==> config.mk <==
export PLATFORM = sky130hd
export DESIGN_NAME = dsp_ram
export DESIGN_NICKNAME = d
export VERILOG_FILES = /design/src/hw/rtl/dsp_ram.sv
export SDC_FILE = /design/constraint.sdc
export NUM_CORES = 1
export LEC_CHECK = 0
export BUFFER_PORTS_ARGS = -buffer_cell sky130_fd_sc_hd__buf_2
export CAP_MARGIN = 10
export CORE_MARGIN = 2
export CORE_UTILIZATION = 56
export DETAILED_ROUTE_END_ITERATION = 6
export GPL_ROUTABILITY_DRIVEN = 0
export PLACE_DENSITY = 0.74
export REMOVE_ABC_BUFFERS = 1
export SKIP_LAST_GASP = 1
export SLEW_MARGIN = 20
export SYNTH_ARGS = -nofsm -noshare
export SYNTH_HDL_FRONTEND = slang
export SYNTH_SLANG_ARGS = --single-unit
export TNS_END_PERCENT = 10
==> constraint.sdc <==
create_clock -name clk -period 2 [get_ports clk]
set_clock_uncertainty 0.05 [all_clocks]
set_input_delay 0.3 -clock clk [delete_from_list [all_inputs] [get_ports clk]]
set_output_delay 0.3 -clock clk [all_outputs]
set_load 0.02 [all_outputs]
==> src/hw/rtl/dsp_ram.sv <==
// Generic single-write, single-read RAM with registered read data
module dsp_ram #(
  parameter int WIDTH = 8,
  parameter int DEPTH = 16
) (
  input  logic                     clk,
  input  logic                     we,
  input  logic [$clog2(DEPTH)-1:0] waddr,
  input  logic [WIDTH-1:0]         wdata,
  input  logic [$clog2(DEPTH)-1:0] raddr,
  output logic [WIDTH-1:0]         rdata
);
  logic [WIDTH-1:0] mem [DEPTH];

  always_ff @(posedge clk) begin
    if (we) begin
      mem[waddr] <= wdata;
    end
    rdata <= mem[raddr];
  end
endmodule

==> metrics.yaml <==
post-dp-hpwl_mm: 5.90
synth_top_cell_area_share: 0.747
top_usage_layer: "met2"
tightestPinTransition_ns: 0.360
r2r_slack_ns: 0.52
postSynthCellCount: 229
period_needed_ns: 1.48
drt_iter0_drc: 331
clkLatencyLatePin_ns: 0.52
globalRouteMet2Util: 0.320
cts_tree: "built"
clkPwrFrac: 0.471
r2r_end: "rdata[6]"
synth_flop_cell: "edfxtp_1"
grt_max_degree: 33
finish.net_count: 302
regToRegStartpoint: "mem[11][6]"
startpoint_type: "flop"
setup_violations: 0
slowest_delay_ns: 0.48
vias: 2512
ys_ff_latch: 136
routed_wl_mm: 9.72
syn_avg_cell_area_um2: 22.5
crit_required_ns: 2.34
io_buffer_count: 25
grt_pass1_vias: 2512
multi_input_area_mm2: 0.00106
yosys_warnings: 0
hold_buffers: 0
synth_edf_count: 128
synth_area_leaders: "edfxtp_1, mux4_2, mux4_1, dfxtp_1, a22oi_1"
grt_usage: 0.219
fillers: 510
synth_top_cell_by_area: "edfxtp_1"
die_w_um: 99.9
irDropWorstVdd_v: 0.000744
clk_pin_slew_ns: 0.06
outcome: "completed"
grt_first_pass_wirelength_mm: 15.1
drt_pass1_iterations: 4
synth.most_common_cell: "edfxtp_1"
numCtsBuffers: 17
cts_root_buf: "clkbuf_8"
die_h_um: 99.9
postCtsSetupBuffers: 0
drv_slew: 0
maxCapViolCount: 0
finalInstanceArea_mm2: 0.00610
clkSinkCount: 136
p_sw_mw: 1.33
yosysUniqueCellTypes: 19
drive_above_1_share: 0.313
path_cells: "mux4_2 -> a22oi_1 -> nand2_1"
ys_top_cells_by_count: "edfxtp_1, mux4_2, a22oi_1"
antennaDiodeCount: 0
start_util: 0.585
switching_share: 0.199
p_int_mw: 5.33
power_leakage_nw: 2.10
path_class: "flop to flop"
power_density_mw_per_mm2: 1090
arrival_ns: 1.82
critPathMaxFanout: 1
grtUsageMet1: 0.304
drc: 0
ctsResizeCount: 0
power_frac_seq: 0.482
power_frac_comb: 0.047
fin_crit_sh: 0.742
rsz0062_at_grt: "false"
coreArea_mm2: 0.00881
placed_area_mm2: 0.00550
synth_area_mm2: 0.00515
final_antenna_net_count: 0
final_hold_viol_count: 0
hold_depth: 1
ioPinCount: 26
ff2ff_path_depth: 3
max_slew_margin: 0.760
row_count: 34
areaGrowthSynthToFinish_pct: 18.6
seq_area_frac_synth: 0.778
routedWlPerCell_um: 24.0
hold_end: "mem[15][2]"
overflow: 0
hold_path.class: "primary input to flop"
cp_slowest_cell: "mux4_2"
min-delay-start: "wdata[2]"
antenna_found_initial: 0
dieArea_mm2: 0.00998
setup_tns_ns: 0
crit_path_end_kind: "flop"
h-tree-depth: 4
use_met3: 0.0808
ctsLongestPathBuffers: 2
avgViaCountPerCell: 6.20
final_util: 0.693
seq_area_mm2: 0.00400
synthArstFlopShare: 0
timing.fmax_ghz: 0.674
## state kept, by name, indices dropped and copies added (netlist names)
signal,count
rdata,8
mem,128
## placed cells by master, fill, tap and decap left out
| master | synthesis | layout |
|---|---|---|
| buf_2 | 3 | 25 |
| edfxtp_1 | 128 | 128 |
| inv_6 | 0 | 1 |
| bufinv_16 | 0 | 4 |
| mux4_2 | 18 | 18 |
| or3b_2 | 1 | 1 |
| nor3_1 | 4 | 4 |
| nand3_1 | 1 | 1 |
| nor2b_1 | 1 | 1 |
| nor2_1 | 13 | 13 |
| nand2_1 | 9 | 9 |
| and2b_1 | 1 | 1 |
| buf_4 | 1 | 19 |
| nand3b_1 | 2 | 2 |
| clkbuf_16 | 0 | 16 |
| nand2b_1 | 2 | 2 |
| dfxtp_1 | 8 | 8 |
| and2_1 | 1 | 1 |
| clkinv_2 | 0 | 2 |
| clkbuf_8 | 0 | 1 |
| a22oi_1 | 16 | 16 |
| buf_12 | 0 | 2 |
| clkinv_4 | 0 | 1 |
| clkbuf_1 | 0 | 2 |
| clkinvlp_4 | 0 | 3 |
| mux4_1 | 14 | 14 |
| clkinv_1 | 0 | 2 |
## per-layer routing
metal / routed length [um] / up-vias
li1: - / 1090
met1: 4120 / 1316
met2: 4770 / 95
met3: 648 / 11
met4: 178 / 0
met5: 0 / -
## critical path, delay by kind of cell, from the launching register on
kind	cells	cell delay, ns
AO/OA/AOI/OAI	1	0.34
flip-flops	1	0.37
multiplexers	1	0.48
AND/OR/NAND/NOR	1	0.10
## per-stage QoR
stage / power [mW] / worst slack, ns / instances / hold WS [ns]
after floorplan: 3.41 / 0.157 / 219 / 0.349
after global placement: 3.57 / 0.199 / 373 / 0.610
after detailed placement: 3.58 / 0.155 / 373 / 0.618
after CTS: 6.70 / 0.497 / 405 / 0.0935
after global routing: 6.85 / 0.465 / 405 / 0.112
final: 6.66 / 0.516 / 405 / 0.114
## power by group through the flow
stage | clock network [mW] | logic (mW) | registers, mW
4_1_cts | 3.17 | 0.319 | 3.21
6_report | 3.14 | 0.314 | 3.21
3_5_place_dp | 0 | 0.316 | 3.27
2_1_floorplan | 0 | 0.128 | 3.28
3_3_place_gp | 0 | 0.307 | 3.26
5_1_grt | 3.29 | 0.340 | 3.21
## cell type report
cell class,instances,share of cell area
Clock buffer,19,0.0691
Clock inverter,13,0.0291
Multi-Input combinational cell,83,0.173
Sequential cell,136,0.656
Tap cell,108,0.0221
Timing Repair Buffer,46,0.0504
## how the worst max path moves through the flow
stage	endpoint	start	slack, ns
final	rdata[6]	mem[11][6]	0.52
after global routing	rdata[6]	mem[10][6]	0.46
after CTS	rdata[6]	mem[11][6]	0.50
after detailed placement	rdata[0]	raddr[0]	0.15
after global placement	rdata[3]	raddr[0]	0.20
after floorplan	mem[0][0]	waddr[2]	0.16
## kinds of logic after synthesis
family	after synthesis	share of synthesized area
AOI/OAI and AO/OA	16	0.0233
muxes	32	0.150
buffers and inverters	10	0.0168
and+or+nand+nor	35	0.0318
DFF	136	0.778
(Power assumes the default switching activity.)
